$ cat src/rtl/mgf_pkg.sv
// Package for the masked Gaussian 7-tap line filter: sizes, register
// indexes and Q12 reset weights. No dependencies.
`timescale 1ns / 1ps
`default_nettype none

package mgf_pkg;

  localparam int SAMPLE_WIDTH_DEF     = 16;
  localparam int WEIGHT_FRAC_BITS_DEF = 12;

  localparam int TAPS  = 7;
  localparam int TAP_W = 3;

  // Configuration register indexes
  localparam int CFG_IDX_W = 3;
  localparam logic [CFG_IDX_W-1:0] REG_WEIGHT_OUTER  = 3'd0;
  localparam logic [CFG_IDX_W-1:0] REG_WEIGHT_SECOND = 3'd1;
  localparam logic [CFG_IDX_W-1:0] REG_WEIGHT_INNER  = 3'd2;
  localparam logic [CFG_IDX_W-1:0] REG_WEIGHT_CENTRE = 3'd3;
  localparam logic [CFG_IDX_W-1:0] REG_MIN_WEIGHT    = 3'd4;

  // Reset weights in Q12, rescaled to the actual fraction width at elaboration
  localparam int Q12_ONE          = 4096;
  localparam int RST_Q12_OUTER    = 25;
  localparam int RST_Q12_SECOND   = 250;
  localparam int RST_Q12_INNER    = 991;
  localparam int RST_Q12_CENTRE   = 1565;
  localparam int RST_Q12_MIN_WGT  = 4;

endpackage

`default_nettype wire

$ cat src/rtl/mgf_if.sv
// Stream interfaces for the masked Gaussian line filter: sample requests in,
// filtered requests out. Valid/ready handshake. No dependencies.
`timescale 1ns / 1ps
`default_nettype none

interface mgf_in_if #(parameter int SAMPLE_WIDTH = 16);
  logic                           valid;
  logic                           ready;
  logic signed [SAMPLE_WIDTH-1:0] sample;
  logic                           sample_valid;
  logic                           line_end;

  modport source (output valid, sample, sample_valid, line_end, input ready);
  modport sink   (input valid, sample, sample_valid, line_end, output ready);
endinterface

interface mgf_out_if #(parameter int SAMPLE_WIDTH = 16);
  logic                           valid;
  logic                           ready;
  logic signed [SAMPLE_WIDTH-1:0] value;
  logic                           value_valid;
  logic                           end_of_line;
  logic                           last_of_run;

  modport source (output valid, value, value_valid, end_of_line, last_of_run,
                  input ready);
  modport sink   (input valid, value, value_valid, end_of_line, last_of_run,
                  output ready);
endinterface

`default_nettype wire

$ cat src/rtl/masked_gaussian_7tap_line_filter.sv
// Masked 7-tap Gaussian line filter, top level and only datapath module.
// Depends on mgf_pkg and the stream interfaces in mgf_if.sv.
//
//   channel | dir | handshake      | payload
//   --------+-----+----------------+---------------------------------------------
//   in_ch   | in  | valid / ready  | sample, sample_valid, line_end
//   out_ch  | out | valid / ready  | value, value_valid, end_of_line, last_of_run
//   cfg_*   | in  | cfg_we only    | cfg_index, cfg_wdata
//
// A request is taken while idle, then each of its one to four steps passes
// through planning; every result runs the seven taps through the single
// multiply-accumulate unit, then check, divider load, the shared restoring
// subtractor and finishing, or check and finishing alone when the result is
// flagged invalid and skips the divider; the result is then held on out_ch
// until out_ch.ready. in_ch.ready is high only when idle.
// Reset (rst_n low, synchronous) empties the window, clears the line fill and
// the output valid, and loads the default weights.
`timescale 1ns / 1ps
`default_nettype none

module masked_gaussian_7tap_line_filter
  import mgf_pkg::*;
#(
  parameter int SAMPLE_WIDTH     = SAMPLE_WIDTH_DEF,
  parameter int WEIGHT_FRAC_BITS = WEIGHT_FRAC_BITS_DEF
) (
  input  wire logic                          clk,
  input  wire logic                          rst_n,
  mgf_in_if.sink                             in_ch,
  mgf_out_if.source                          out_ch,
  input  wire logic                          cfg_we,
  input  wire logic [CFG_IDX_W-1:0]          cfg_index,
  input  wire logic [WEIGHT_FRAC_BITS+1:0]   cfg_wdata
);

  localparam int SW     = SAMPLE_WIDTH;
  localparam int WF     = WEIGHT_FRAC_BITS;
  localparam int MW     = WF + 2;            // min_weight width
  localparam int DEN_W  = WF + 3;            // sum of up to seven weights
  localparam int PROD_W = SW + WF + 1;       // signed sample times unsigned weight
  localparam int ACC_W  = SW + WF + 3;       // signed sum of seven products
  localparam int MAG_W  = ACC_W - 1;
  localparam int N_W    = SW + WF + 4;       // rounding dividend 2*|num| + den
  localparam int REM_W  = WF + 4;            // divisor 2*den and partial remainder
  localparam int CNT_W  = $clog2(SW);

  localparam logic [WF-1:0] RST_OUTER  = WF'((RST_Q12_OUTER  * (1 << WF)) / Q12_ONE);
  localparam logic [WF-1:0] RST_SECOND = WF'((RST_Q12_SECOND * (1 << WF)) / Q12_ONE);
  localparam logic [WF-1:0] RST_INNER  = WF'((RST_Q12_INNER  * (1 << WF)) / Q12_ONE);
  localparam logic [WF-1:0] RST_CENTRE = WF'((RST_Q12_CENTRE * (1 << WF)) / Q12_ONE);
  localparam logic [MW-1:0] RST_MINW   = MW'((RST_Q12_MIN_WGT * (1 << WF)) / Q12_ONE);

  localparam logic signed [SW-1:0] VALUE_MAX = {1'b0, {(SW-1){1'b1}}};

  typedef enum logic [2:0] {
    S_IDLE, S_PLAN, S_MAC, S_CHK, S_LOAD, S_DIV, S_FIN, S_OUT
  } state_t;

  // Configuration
  logic [WF-1:0] w_outer_r, w_second_r, w_inner_r, w_centre_r;
  logic [MW-1:0] min_weight_r;

  // Window: entry TAPS-1 is the newest
  logic signed [SW-1:0] win_s_r [TAPS];
  logic [TAPS-1:0]      win_v_r;
  logic [1:0]           line_fill_r;

  // Sequencer
  state_t           state_r;
  logic [1:0]       step_r;       // 0: regular result, 1..3: flush shifts
  logic [1:0]       kmin_r;       // first flush step that yields a result
  logic             regular_r;
  logic             line_end_r;
  logic             eol_r;
  logic             last_r;
  logic [TAP_W-1:0] tap_r;
  logic [CNT_W-1:0] cnt_r;

  // Arithmetic
  logic signed [ACC_W-1:0] acc_r;
  logic [DEN_W-1:0]        den_r;
  logic [MAG_W-1:0]        mag_r;
  logic                    neg_r;
  logic                    ok_r;
  logic [REM_W-1:0]        rem_r;
  logic [REM_W-1:0]        dvs_r;
  logic [SW-1:0]           quo_r;

  // Output register
  logic                 out_valid_r;
  logic signed [SW-1:0] out_value_r;
  logic                 out_value_valid_r;
  logic                 out_eol_r;
  logic                 out_last_r;

  logic                    in_fire;
  logic                    out_fire;
  logic [WF-1:0]           tap_w;
  logic signed [PROD_W-1:0] prod;
  logic                    ok_now;
  logic [MAG_W-1:0]        mag_now;
  logic [N_W-1:0]          n_val;
  logic [REM_W:0]          trial;
  logic [REM_W+1:0]        diff;
  logic                    fits;
  logic signed [SW-1:0]    fin_value;

  assign in_fire  = in_ch.valid && in_ch.ready;
  assign out_fire = out_valid_r && out_ch.ready;

  assign in_ch.ready        = (state_r == S_IDLE);
  assign out_ch.valid       = out_valid_r;
  assign out_ch.value       = out_value_r;
  assign out_ch.value_valid = out_value_valid_r;
  assign out_ch.end_of_line = out_eol_r;
  assign out_ch.last_of_run = out_last_r;

  // Symmetric tap weight for the tap under the MAC
  always_comb begin
    unique case (tap_r)
      3'd0, 3'd6: tap_w = w_outer_r;
      3'd1, 3'd5: tap_w = w_second_r;
      3'd2, 3'd4: tap_w = w_inner_r;
      3'd3:       tap_w = w_centre_r;
      default:    tap_w = '0;
    endcase
  end

  assign prod = win_s_r[tap_r] * $signed({1'b0, tap_w});

  // Used weights must be nonzero and reach min_weight
  assign ok_now  = (den_r != '0) && (den_r >= DEN_W'(min_weight_r));
  assign mag_now = acc_r[ACC_W-1] ? MAG_W'(-acc_r) : MAG_W'(acc_r);

  // Round to nearest: (2*mag + den) / (2*den); quotient fits SW bits
  assign n_val = N_W'({mag_r, 1'b0}) + N_W'(den_r);

  // One restoring divide step
  assign trial = {rem_r, quo_r[SW-1]};
  assign diff  = {1'b0, trial} - {2'b00, dvs_r};
  assign fits  = !diff[REM_W+1];

  always_comb begin
    if (!ok_r) begin
      fin_value = '0;
    end else if (neg_r) begin
      fin_value = -$signed(quo_r);
    end else if (quo_r[SW-1]) begin
      fin_value = VALUE_MAX;
    end else begin
      fin_value = $signed(quo_r);
    end
  end

  always_ff @(posedge clk) begin
    if (!rst_n) begin
      state_r      <= S_IDLE;
      win_v_r      <= '0;
      line_fill_r  <= '0;
      out_valid_r  <= 1'b0;
      w_outer_r    <= RST_OUTER;
      w_second_r   <= RST_SECOND;
      w_inner_r    <= RST_INNER;
      w_centre_r   <= RST_CENTRE;
      min_weight_r <= RST_MINW;
    end else begin
      if (cfg_we) begin
        unique case (cfg_index)
          REG_WEIGHT_OUTER:  w_outer_r    <= cfg_wdata[WF-1:0];
          REG_WEIGHT_SECOND: w_second_r   <= cfg_wdata[WF-1:0];
          REG_WEIGHT_INNER:  w_inner_r    <= cfg_wdata[WF-1:0];
          REG_WEIGHT_CENTRE: w_centre_r   <= cfg_wdata[WF-1:0];
          REG_MIN_WEIGHT:    min_weight_r <= cfg_wdata;
          default: ;
        endcase
      end

      unique case (state_r)
        S_IDLE: begin
          if (in_fire) begin
            // Advance the window with the new sample
            for (int i = 0; i < TAPS - 1; i++) begin
              win_s_r[i] <= win_s_r[i+1];
            end
            win_v_r     <= {in_ch.sample_valid, win_v_r[TAPS-1:1]};
            win_s_r[TAPS-1] <= in_ch.sample;
            regular_r   <= (line_fill_r == 2'd3);
            kmin_r      <= 2'd3 - line_fill_r;
            line_end_r  <= in_ch.line_end;
            step_r      <= 2'd0;
            if (line_fill_r != 2'd3) begin
              line_fill_r <= line_fill_r + 2'd1;
            end
            state_r <= S_PLAN;
          end
        end

        S_PLAN: begin
          tap_r <= '0;
          acc_r <= '0;
          den_r <= '0;
          if (step_r == 2'd0) begin
            if (regular_r) begin
              eol_r   <= 1'b0;
              last_r  <= !line_end_r;
              state_r <= S_MAC;
            end else if (line_end_r) begin
              step_r  <= 2'd1;
            end else begin
              state_r <= S_IDLE;
            end
          end else begin
            // Flush step: advance the window with an empty entry
            for (int i = 0; i < TAPS - 1; i++) begin
              win_s_r[i] <= win_s_r[i+1];
            end
            win_s_r[TAPS-1] <= '0;
            win_v_r <= {1'b0, win_v_r[TAPS-1:1]};
            if (step_r >= kmin_r) begin
              eol_r   <= (step_r == 2'd3);
              last_r  <= (step_r == 2'd3);
              state_r <= S_MAC;
            end else begin
              step_r  <= step_r + 2'd1;
            end
          end
        end

        S_MAC: begin
          if (win_v_r[tap_r]) begin
            acc_r <= acc_r + ACC_W'(prod);
            den_r <= den_r + DEN_W'(tap_w);
          end
          tap_r <= tap_r + 1'b1;
          if (tap_r == TAP_W'(TAPS - 1)) begin
            state_r <= S_CHK;
          end
        end

        S_CHK: begin
          ok_r  <= ok_now;
          neg_r <= acc_r[ACC_W-1];
          mag_r <= mag_now;
          state_r <= ok_now ? S_LOAD : S_FIN;
        end

        S_LOAD: begin
          rem_r   <= n_val[N_W-1:SW];
          quo_r   <= n_val[SW-1:0];
          dvs_r   <= {den_r, 1'b0};
          cnt_r   <= '0;
          state_r <= S_DIV;
        end

        S_DIV: begin
          rem_r <= fits ? diff[REM_W-1:0] : trial[REM_W-1:0];
          quo_r <= {quo_r[SW-2:0], fits};
          cnt_r <= cnt_r + 1'b1;
          if (cnt_r == CNT_W'(SW - 1)) begin
            state_r <= S_FIN;
          end
        end

        S_FIN: begin
          out_valid_r       <= 1'b1;
          out_value_r       <= fin_value;
          out_value_valid_r <= ok_r;
          out_eol_r         <= eol_r;
          out_last_r        <= last_r;
          state_r           <= S_OUT;
        end

        S_OUT: begin
          // Hold the result until the sink takes it
          if (out_fire) begin
            out_valid_r <= 1'b0;
            if (step_r == 2'd0) begin
              if (line_end_r) begin
                step_r  <= 2'd1;
                state_r <= S_PLAN;
              end else begin
                state_r <= S_IDLE;
              end
            end else if (step_r == 2'd3) begin
              // Line done: drop the whole window
              win_v_r     <= '0;
              line_fill_r <= '0;
              state_r     <= S_IDLE;
            end else begin
              step_r  <= step_r + 2'd1;
              state_r <= S_PLAN;
            end
          end
        end

        default: state_r <= S_IDLE;
      endcase
    end
  end

endmodule

`default_nettype wire

$ cat src/flat_wrapper.sv
// flat-port wrapper written by rule: the top's interface ports become plain ports
module masked_gaussian_7tap_line_filter_flat import mgf_pkg::*;
#(
  parameter int SAMPLE_WIDTH     = SAMPLE_WIDTH_DEF,
  parameter int WEIGHT_FRAC_BITS = WEIGHT_FRAC_BITS_DEF
)
  (clk, rst_n, cfg_we, cfg_index, cfg_wdata, in_ch_valid, in_ch_sample, in_ch_sample_valid, in_ch_line_end, in_ch_ready, out_ch_valid, out_ch_value, out_ch_value_valid, out_ch_end_of_line, out_ch_last_of_run, out_ch_ready);
  mgf_in_if #(.SAMPLE_WIDTH(SAMPLE_WIDTH)) in_ch_i ();
  mgf_out_if #(.SAMPLE_WIDTH(SAMPLE_WIDTH)) out_ch_i ();
  input  wire logic clk;
  input  wire logic rst_n;
  input  wire logic cfg_we;
  input  wire logic [CFG_IDX_W-1:0] cfg_index;
  input  wire logic [WEIGHT_FRAC_BITS+1:0] cfg_wdata;
  input wire logic [$bits(in_ch_i.valid)-1:0] in_ch_valid;
  input wire logic [$bits(in_ch_i.sample)-1:0] in_ch_sample;
  input wire logic [$bits(in_ch_i.sample_valid)-1:0] in_ch_sample_valid;
  input wire logic [$bits(in_ch_i.line_end)-1:0] in_ch_line_end;
  output wire logic [$bits(in_ch_i.ready)-1:0] in_ch_ready;
  output wire logic [$bits(out_ch_i.valid)-1:0] out_ch_valid;
  output wire logic [$bits(out_ch_i.value)-1:0] out_ch_value;
  output wire logic [$bits(out_ch_i.value_valid)-1:0] out_ch_value_valid;
  output wire logic [$bits(out_ch_i.end_of_line)-1:0] out_ch_end_of_line;
  output wire logic [$bits(out_ch_i.last_of_run)-1:0] out_ch_last_of_run;
  input wire logic [$bits(out_ch_i.ready)-1:0] out_ch_ready;
  assign in_ch_i.valid = in_ch_valid;
  assign in_ch_i.sample = in_ch_sample;
  assign in_ch_i.sample_valid = in_ch_sample_valid;
  assign in_ch_i.line_end = in_ch_line_end;
  assign in_ch_ready = in_ch_i.ready;
  assign out_ch_valid = out_ch_i.valid;
  assign out_ch_value = out_ch_i.value;
  assign out_ch_value_valid = out_ch_i.value_valid;
  assign out_ch_end_of_line = out_ch_i.end_of_line;
  assign out_ch_last_of_run = out_ch_i.last_of_run;
  assign out_ch_i.ready = out_ch_ready;
  masked_gaussian_7tap_line_filter #(.SAMPLE_WIDTH(SAMPLE_WIDTH), .WEIGHT_FRAC_BITS(WEIGHT_FRAC_BITS)) u_core (.clk(clk), .rst_n(rst_n), .in_ch(in_ch_i), .out_ch(out_ch_i), .cfg_we(cfg_we), .cfg_index(cfg_index), .cfg_wdata(cfg_wdata));
endmodule
$ cat config.mk
export PLATFORM = sky130hd
export DESIGN_NAME = masked_gaussian_7tap_line_filter_flat
export DESIGN_NICKNAME = d
export VERILOG_FILES = /design/src/rtl/mgf_pkg.sv /design/src/rtl/mgf_if.sv /design/src/rtl/masked_gaussian_7tap_line_filter.sv /design/src/flat_wrapper.sv
export SDC_FILE = /design/constraint.sdc
export NUM_CORES = 1
export LEC_CHECK = 0
export BUFFER_PORTS_ARGS = -buffer_cell sky130_fd_sc_hd__buf_2
export CELL_PAD_IN_SITES_DETAIL_PLACEMENT = 1
export CELL_PAD_IN_SITES_GLOBAL_PLACEMENT = 1
export CORE_ASPECT_RATIO = 0.6
export CORE_UTILIZATION = 26
export DETAILED_ROUTE_END_ITERATION = 10
export PLACE_DENSITY_LB_ADDON = 0.1
export SLEW_MARGIN = 15
export SYNTH_ARGS = -nofsm -noshare
export SYNTH_HDL_FRONTEND = slang
export SYNTH_SLANG_ARGS = --single-unit
$ cat constraint.sdc
create_clock -name clk -period 17.1 [get_ports clk]
set_input_delay 0 -clock clk [delete_from_list [all_inputs] [get_ports clk]]
set_output_delay 0 -clock clk [all_outputs]
set_load 0.03 [all_outputs]
=== Word-level counts from Yosys, hierarchy flattened ===
Memory sizes are Yosys's and may differ from the RTL's. A register that Yosys moved wholly into a read port is not among the register bits.
Index checks and enable logic that the tools add are counted.

* Memory bits (writable): 112
* Register bits after elaboration: 234
* Output and inout bits: 21
* Logic and storage cells: 197
* Input bits: 40
* Memories kept: 1
* Memory bits (read-only): 0
* Latch bits: 0

* Muxes and demuxes: 72
* $mul: 1
* Div/mod/pow operators: 0
* Magnitude comparators: 3
* Reduce and logical (&&, ||, !) cells: 37
* Add/subtract/negate cells: 11
* Equality and inequality tests: 36
* Bitwise logic cells: 7
* Shift operators: 0

{| class="wikitable"
|+ Memory list
! name !! words !! bits a word !! rd ports !! clocked after Yosys merged registers in !! wr ports !! RTL line !! source
|-
| u_core.win_s_r || 7 || 16 || 7 || 1 || 7 || masked_gaussian_7tap_line_filter.sv:64 || <nowiki>logic signed [SW-1:0] win_s_r [TAPS];</nowiki>
|}

{| class="wikitable"
|+ Operators with widths
! cell !! number
|-
| $mux 16 || 9
|-
| $pmux 16 s2 || 2
|-
| $pmux 31 s2 || 1
|-
| $pmux 12 s4 || 1
|-
| $mux 7 || 5
|-
| $add 31x15->32 || 1
|-
| $add 31x29->31 || 1
|-
| $mux 31 || 1
|-
| $mux 15 || 2
|-
| $mux 3 || 10
|-
| $mux 30 || 1
|-
| $neg 30->30 || 1
|-
| $pmux 15 s2 || 1
|-
| $mul 16x13->29 || 1
|-
| $mux 2 || 14
|-
| $eq 3x3->1 const B || 8
|-
| $pmux 3 s8 || 1
|-
| $reduce_and 2->1 || 11
|-
| $pmux 7 s3 || 1
|-
| $eq 3x2->1 const B || 6
|-
| $reduce_and 6->1 || 3
|-
| $sub 17x16->18 || 1
|-
| $mux 1 || 17
|-
| $neg 16->16 || 1
|-
| other kinds (34) || 67
|}

=== Logic depth before layout (Yosys ltp) ===
Gate-level depths: netlist (run 1).

* Depth in word-level cells: 7
* Gate-level depth with buffers: 32
* Gate-level depth less buffers: 27

=== Least setup slack after synthesis (run 1) ===
OpenSTA, ideal clock, no wires.

* Kind: register -> register
* From: register u_core.tap_r[0]
* To: register u_core.acc_r[28] (data pin)
* Buffers on the path: 3
* Data arrival time: 7561 ps
* Stages on the path, launching flop included: 30
* Slack: 9280 ps
* Path through: edfxtp_1 > clkbuf_1 > inv_1 > ha_1 > mux2_2 > clkbuf_1 > a221oi_1 > clkbuf_1 > nor2_1 > fa_1 > inv_1 > fa_1 > inv_1 > fa_1 > inv_1 > fa_1 > inv_1 > fa_1 > inv_1 > fa_1 > inv_1 > ha_1 > nand4_1 > or4b_1 > nand4_1 > a211oi_1 > o311ai_1 > and2_1 > nor4_1 > a211o_1

* Word-level cells in the longest chain between the ends: 7

{| class="wikitable"
|+ RTL lines
! item !! RTL line !! source
|-
| from (decl) || masked_gaussian_7tap_line_filter.sv:76 || <nowiki>logic [TAP_W-1:0] tap_r;</nowiki>
|-
| from (signal assigned) || masked_gaussian_7tap_line_filter.sv:234 || <nowiki>tap_r <= tap_r + 1'b1;</nowiki>
|-
| $eq 3x2->1, or another cell as far along || masked_gaussian_7tap_line_filter.sv:120 || <nowiki>unique case (tap_r)</nowiki>
|-
| $reduce_or 2->1 || masked_gaussian_7tap_line_filter.sv:120 ||
|-
| $pmux 12 s4 * || masked_gaussian_7tap_line_filter.sv:120 ||
|-
| $mul 16x13->29 * || masked_gaussian_7tap_line_filter.sv:129 || <nowiki>assign prod = win_s_r[tap_r] * $signed({1'b0, tap_w});</nowiki>
|-
| $add 31x29->31 * || masked_gaussian_7tap_line_filter.sv:231 || <nowiki>acc_r <= acc_r + ACC_W'(prod);</nowiki>
|-
| $mux 31 * || masked_gaussian_7tap_line_filter.sv:230 || <nowiki>if (win_v_r[tap_r]) begin</nowiki>
|-
| $pmux 31 s2 * || masked_gaussian_7tap_line_filter.sv:178 || <nowiki>unique case (state_r)</nowiki>
|-
| to (signal assigned) || masked_gaussian_7tap_line_filter.sv:231 ||
|-
| to (decl) || masked_gaussian_7tap_line_filter.sv:80 || <nowiki>logic signed [ACC_W-1:0] acc_r;</nowiki>
|}

Every way passes the cells marked *; elsewhere a longest branch is shown, timed or not. The select of a mux whose other input is x is not followed.
A chain may end at the register's enable or synchronous reset.

=== Worst setup path in the final report (run 1) ===
* From: register u_core.tap_r[0]
* To: register u_core.acc_r[25] (data pin)

Same word-level chain as after synthesis.

==> impl_metrics.csv, run 1 <==
group,metric,value,unit
status,status,"complete, no violations",
setup_path,crit_path_end_kind,"flip-flop",
logic_synthesis,avgSynthCellArea,9.917,um^2
finish,drive_gt1_share,7.258,%
setup_path,cp-start-kind,"flip-flop",
finish,mostFrequentLayoutCells,"374 x inv_1, 370 x nand2_1, 271 x edfxtp_1",
place,io_buffers,60,
hold_path,hold_path.startpoint,"cfg_index[1]",
cts,h-tree-depth,2,
timing,max_freq,116.6,MHz
setup_path,regToRegSetupSlack,8520,ps
hold_path,whs_endpoint,"u_core.w_second_r[0]",
logic_synthesis,synth_area_leaders,"edfxtp_1 32%, fa_1 17%, ha_1 7.1%, dfxtp_1 6.2%, inv_1 5.5%",
setup_path,reg2reg_to,"u_core.acc_r[25]",
logic_synthesis,syn-cell-area,25330,um^2
logic_synthesis,ys.flop_type,"edfxtp_1",
cts,cts.clk_slew.worst_paths,60,ps
global_route,grt_max_degree,85,
finish,nets,3027,
setup_path,startpoint,"u_core.tap_r[0]",
setup_path,cp_num_buf_inv,6,
global_route,grt_pass1_vias,19800,
floorplan,rows,88,
global_route,grt_pass1_wl,121.6,mm
hold_path,hold_path_class,"primary input to flip-flop",
cts,numCtsBuffers,39,
logic_synthesis,yosysTopAreaCellShare,32.13,%
global_route,grt.total_usage,16.03,%
hold_path,worstHoldPathCells,4,
cts,cts_root_buffer,"clkbuf_16",
global_route,antenna_found_initial,3,
finish,register_area,9702,um^2
drt,vias,18470,
logic_synthesis,yosysTopAreaCell,"edfxtp_1",
setup_path,cp_slowest_cell,"nand2_1",
setup_path,critical-path-top-delay-family,"adder cells",
setup_path,crit_required,17410,ps
cts,postCtsSetupBuffers,0,
timing,period_share,50.17,%
finish,post-route-util,29.93,%
floorplan,fp.dieW,404.9,um
logic_synthesis,postSynthCellCount,2554,
timing,worst_clock_skew,41.40,ps
drt,wl_per_cell,19.43,um
timing,setup_viol,0,
setup_path,r2r_cells,26,
flow_run,maxCapViolCount,0,
timing,slew_viol_final,0,
finish,nFillCells,10870,
drt,ant_nets,0,
finish,layout_commonest_cell,"inv_1",
logic_synthesis,ys_ff_latch,349,
finish,synthToLayoutAreaGrowth,13.84,%
logic_synthesis,async_flop_share,0,%
drt,wl,77.03,mm
global_route,grt_overflow,0,
timing,hold_viol_final,0,
setup_path,arrival,8890,ps
drt,first_iter_violations,927,
timing,tns,0,ps
logic_synthesis,yosysSeqAreaShare,38.30,%
floorplan,die_area,98700,um^2
setup_path,crit_fanout,16,
setup_path,crit_type,"flip-flop to flip-flop",
drt,vias_per_cell,4.659,
logic_synthesis,ys_types,73,
cts,tritoncts,"built",
cts,cts.path.max_buffers,3,
logic_synthesis,synth_edf_count,271,
cts,cts.sinks,349,
logic_synthesis,synth_fp_nets,2949,
timing,rsz0062_at_grt,"false",
floorplan,io_pins,61,
logic_synthesis,ys_warn_count,0,
finish,multiInputGateArea,13940,um^2
floorplan,die_height,243.8,um
drt,drc,0,
place,place.gp.congestion,0.8159,
floorplan,start_util,26.29,%
setup_path,worstReg2RegStart,"u_core.tap_r[0]",
cts,insertion_delay,610,ps
timing,tightestPinTransition,1116,ps
timing,period_needed,8579,ps
timing,relSlewSlack,25.33,%
drt,dr.pass1.iters,7,
floorplan,core_area,96340,um^2
place,dp_hpwl,59.48,mm
setup_path,cp_slowest_stage_delay,590,ps
==> worst register-to-register path, stage by stage, from the launching register on <==
cell and delay (ps):
edfxtp_1 540, inv_1 120, ha_1 240, mux2_2 430
a222oi_1 340, nand2_1 590, inv_1 270, nor2_1 90
fa_1 520, inv_1 60, fa_1 470, inv_1 60
fa_1 510, fa_1 520, fa_1 540, inv_1 60
fa_1 520, inv_1 40, ha_1 390, nand3_1 160
nor4_1 300, o31ai_1 240, and4_1 340, o311ai_1 520
and2_1 280, xnor2_1 130, nor2_1 50
==> flip-flops by register name, summed over array words and instances, names as in the netlist, 15 cells and up, named ones only <==
| register | flops |
|---|---|
| u_core.dvs_r | 15 |
| u_core.den_r | 15 |
| u_core.rem_r | 16 |
| u_core.out_ch.value | 16 |
| u_core.quo_r | 16 |
| u_core.win_s_r | 112 |
| u_core.mag_r | 30 |
| u_core.acc_r | 31 |
==> through the flow <==
stage | cells | hold slack (ps) | setup WS (ps) | area, um^2
global route | 3964 | 78.63 | 8010 | 28830
CTS | 3963 | 14.51 | 8509 | 28810
floorplan | 2554 | 98.87 | 9280 | 25330
finish | 3965 | 41.88 | 8521 | 28830
global placement | 3860 | 223.9 | 8699 | 27210
detailed placement | 3860 | 228.0 | 8567 | 27210
==> synthesized netlist by cell type, drive strengths merged (17+ instances only) <==
master	count
ha	143
xnor2	71
a21oi	123
nor3	28
or3	19
edfxtp	271
clkbuf	82
fa	212
nand3	67
dfxtp	78
a211oi	22
a21o	18
o21ai	94
xor2	25
nand2b	21
nor2	214
inv	375
mux4	17
and3	19
mux2i	24
and2	47
nand2	370
==> final cells by class <==
class                      instances  share of cell area, %
clock inverter                    18                 0.7594
tap                             1305                  5.663
sequential                       349                  33.65
antenna                            1               0.008679
timing repair buffer             125                  3.081
inverter                         377                  4.908
clock buffer                      50                  3.567
multi-input combinational       1740                  48.36
==> kinds of logic (layout without fill, tap and decap cells) <==
family                   Yosys count  count (layout)  share of synthesized area (%)
AND/OR/NAND/NOR                  847             847                          15.00
buffers and inverters            465             570                          6.902
AO/OA/AOI/OAI                    398             398                          10.07
adder cells (fa/ha/maj)          355             355                          23.82
flip-flops                       349             349                          38.30
XOR/XNOR                          96              96                          3.320
multiplexers                      44              44                          2.594
other                              0               1                              0
==> per-layer routing <==
layer  GRT usage, %  vias up  share of wire [%]
li1               -     8712                  -
met2          23.06      224                 41
met3          2.028       76                3.1
met5              0        -                  0
met4          3.175        0                1.6
met1          25.22     9459                 54
==> how the worst max path moves through the flow <==
stage / to / slack, ps / cells after the start
6_report: u_core.acc_r[25] / 8520 / 26
5_1_grt: u_core.acc_r[28] / 8010 / 26
4_1_cts: u_core.acc_r[30] / 8510 / 26
3_5_place_dp: u_core.acc_r[30] / 8570 / 26
3_3_place_gp: u_core.acc_r[30] / 8700 / 26
2_1_floorplan: u_core.acc_r[28] / 9280 / 29
==> timing repair <==
action	in CTS	in global routing
gates resized for setup	0	0
endpoints found under the hold margin	85	0
hold buffers	35	0
Power of run 1 is left out: the tool's default activity adds up to more than one toggle a clock period on the data nets, which glitch-free logic cannot reach.
==> inputs of run 2 (changes only) <==
==> constraint.sdc (replaced) <==
create_clock -name clk -period 8.72 [get_ports clk]
set_input_delay 0 -clock clk [delete_from_list [all_inputs] [get_ports clk]]
set_output_delay 0 -clock clk [all_outputs]
set_load 0.03 [all_outputs]
==> impl_metrics.csv, run 2 (same netlist as run 1, synthesis figures left out) <==
group,metric,value,unit
finish,mostFrequentLayoutCells,"374 x inv_1, 370 x nand2_1, 271 x edfxtp_1",
timing,relSlewSlack,24.03,%
finish,nets,3045,
global_route,grt_pass1_wl,122.0,mm
place,place.gp.congestion,0.8082,
finish,largestRegisters,"u_core.win_s_r x112, u_core.acc_r x31, u_core.mag_r x30",
setup_path,cp_slowest_stage_delay,550,ps
drt,vias,18680,
cts,cts.clk_slew.worst_paths,70,ps
drt,wl,76.27,mm
floorplan,fp.dieW,404.9,um
drt,ant_nets,0,
cts,cts.path.max_buffers,3,
timing,period_needed,8275,ps
timing,max_freq,120.8,MHz
drt,vias_per_cell,4.689,
setup_path,cp_num_buf_inv,6,
cts,insertion_delay,590,ps
drt,drc,0,
floorplan,rows,88,
timing,rsz0062_at_grt,"false",
timing,tightestPinTransition,1135,ps
timing,hold_viol_final,0,
finish,drive_gt1_share,7.957,%
setup_path,arrival,8580,ps
flow_run,maxCapViolCount,0,
floorplan,io_pins,61,
finish,synthToLayoutAreaGrowth,14.16,%
global_route,grt_overflow,0,
drt,wl_per_cell,19.14,um
timing,tns,0,ps
floorplan,die_height,243.8,um
cts,h-tree-depth,2,
setup_path,cp-start-kind,"flip-flop",
setup_path,critical-path-top-delay-family,"adder cells",
floorplan,start_util,26.29,%
status,status,"complete, no violations",
hold_path,hold_path_class,"primary input to flip-flop",
cts,numCtsBuffers,39,
timing,worst_clock_skew,35.11,ps
drt,dr.pass1.iters,5,
finish,largest_register_ffs,112,
place,dp_hpwl,59.15,mm
finish,nFillCells,10910,
drt,first_iter_violations,1090,
cts,cts_root_buffer,"clkbuf_16",
floorplan,core_area,96340,um^2
global_route,antenna_found_initial,3,
global_route,grt_pass1_vias,19960,
finish,multiInputGateArea,13960,um^2
finish,register_area,9702,um^2
cts,tritoncts,"built",
setup_path,critPathMostFrequentCell,"fa_1",
setup_path,cp_slowest_cell,"fa_1",
global_route,grt_max_degree,76,
setup_path,crit_required,9020,ps
floorplan,die_area,98700,um^2
timing,period_share,94.90,%
cts,cts.sinks,349,
timing,setup_viol,0,
setup_path,crit_path_end_kind,"flip-flop",
finish,layout_commonest_cell,"inv_1",
setup_path,crit_fanout,12,
global_route,grt.total_usage,16.00,%
finish,regMostFlops,"u_core.win_s_r",
setup_path,crit_type,"flip-flop to flip-flop",
timing,slew_viol_final,0,
place,io_buffers,60,
==> run 2: final timing paths <==
kind	startpoint	end	slack (ps)	depth (start not counted)
worst min register to register	u_core.win_s_r[5][10]	u_core.win_s_r[4][10]	440	0
worst min-delay path	cfg_index[1]	u_core.w_second_r[8]	60	4
worst max register to register	u_core.tap_r[1]	u_core.acc_r[29]	440	26
worst max-delay path	u_core.tap_r[1]	u_core.acc_r[29]	440	26
==> run 2: final cells by class <==
cell class / count / share of cell area [%]
multi-input cells: 1740 / 48.27
flip-flops and latches: 349 / 33.55
well taps: 1305 / 5.647
inverters: 377 / 4.894
repair buffers: 143 / 3.574
clock buffers: 49 / 3.505
clock inverters: 19 / 0.5366
diodes: 2 / 0.01731
==> run 2: metal layers <==
| metal | GRT usage, % | vias up | part of all wire, % |
|---|---|---|---|
| li1 | - | 8752 | - |
| met1 | 25.39 | 9649 | 55 |
| met2 | 22.96 | 223 | 41 |
| met3 | 2.166 | 58 | 3.5 |
| met4 | 2.462 | 0 | 1.2 |
| met5 | 0 | - | 0 |
==> run 2: per-stage QoR <==
stage | hold WS [ps] | cell area [um^2] | std cells | util [%] | setup WS [ps]
2_1_floorplan | 98.87 | 25330 | 2554 | - | 900.3
3_3_place_gp | 222.7 | 27340 | 3876 | 28.38 | 520.1
3_5_place_dp | 220.7 | 27340 | 3876 | 28.38 | 397.3
4_1_cts | 21.91 | 28850 | 3978 | 29.95 | 327.6
5_1_grt | 85.58 | 28910 | 3982 | 30.01 | 61.60
6_report | 56.84 | 28910 | 3984 | 30.01 | 444.6
==> run 2: tightest hold or removal path: stages <==
cell and delay (ps):
buf_2 130, nor2_1 250, nand2_1 150, a21oi_1 50
==> run 2: timing repair <==
| action | CTS | global route |
|---|---|---|
| setup buffers | 0 | 3 |
| setup endpoints to repair | 0 | 3 |
| hold buffers | 34 | 0 |
| hold endpoints to repair | 83 | 0 |
| resized for setup | 0 | 2 |
Power of run 2 is left out for the same reason.
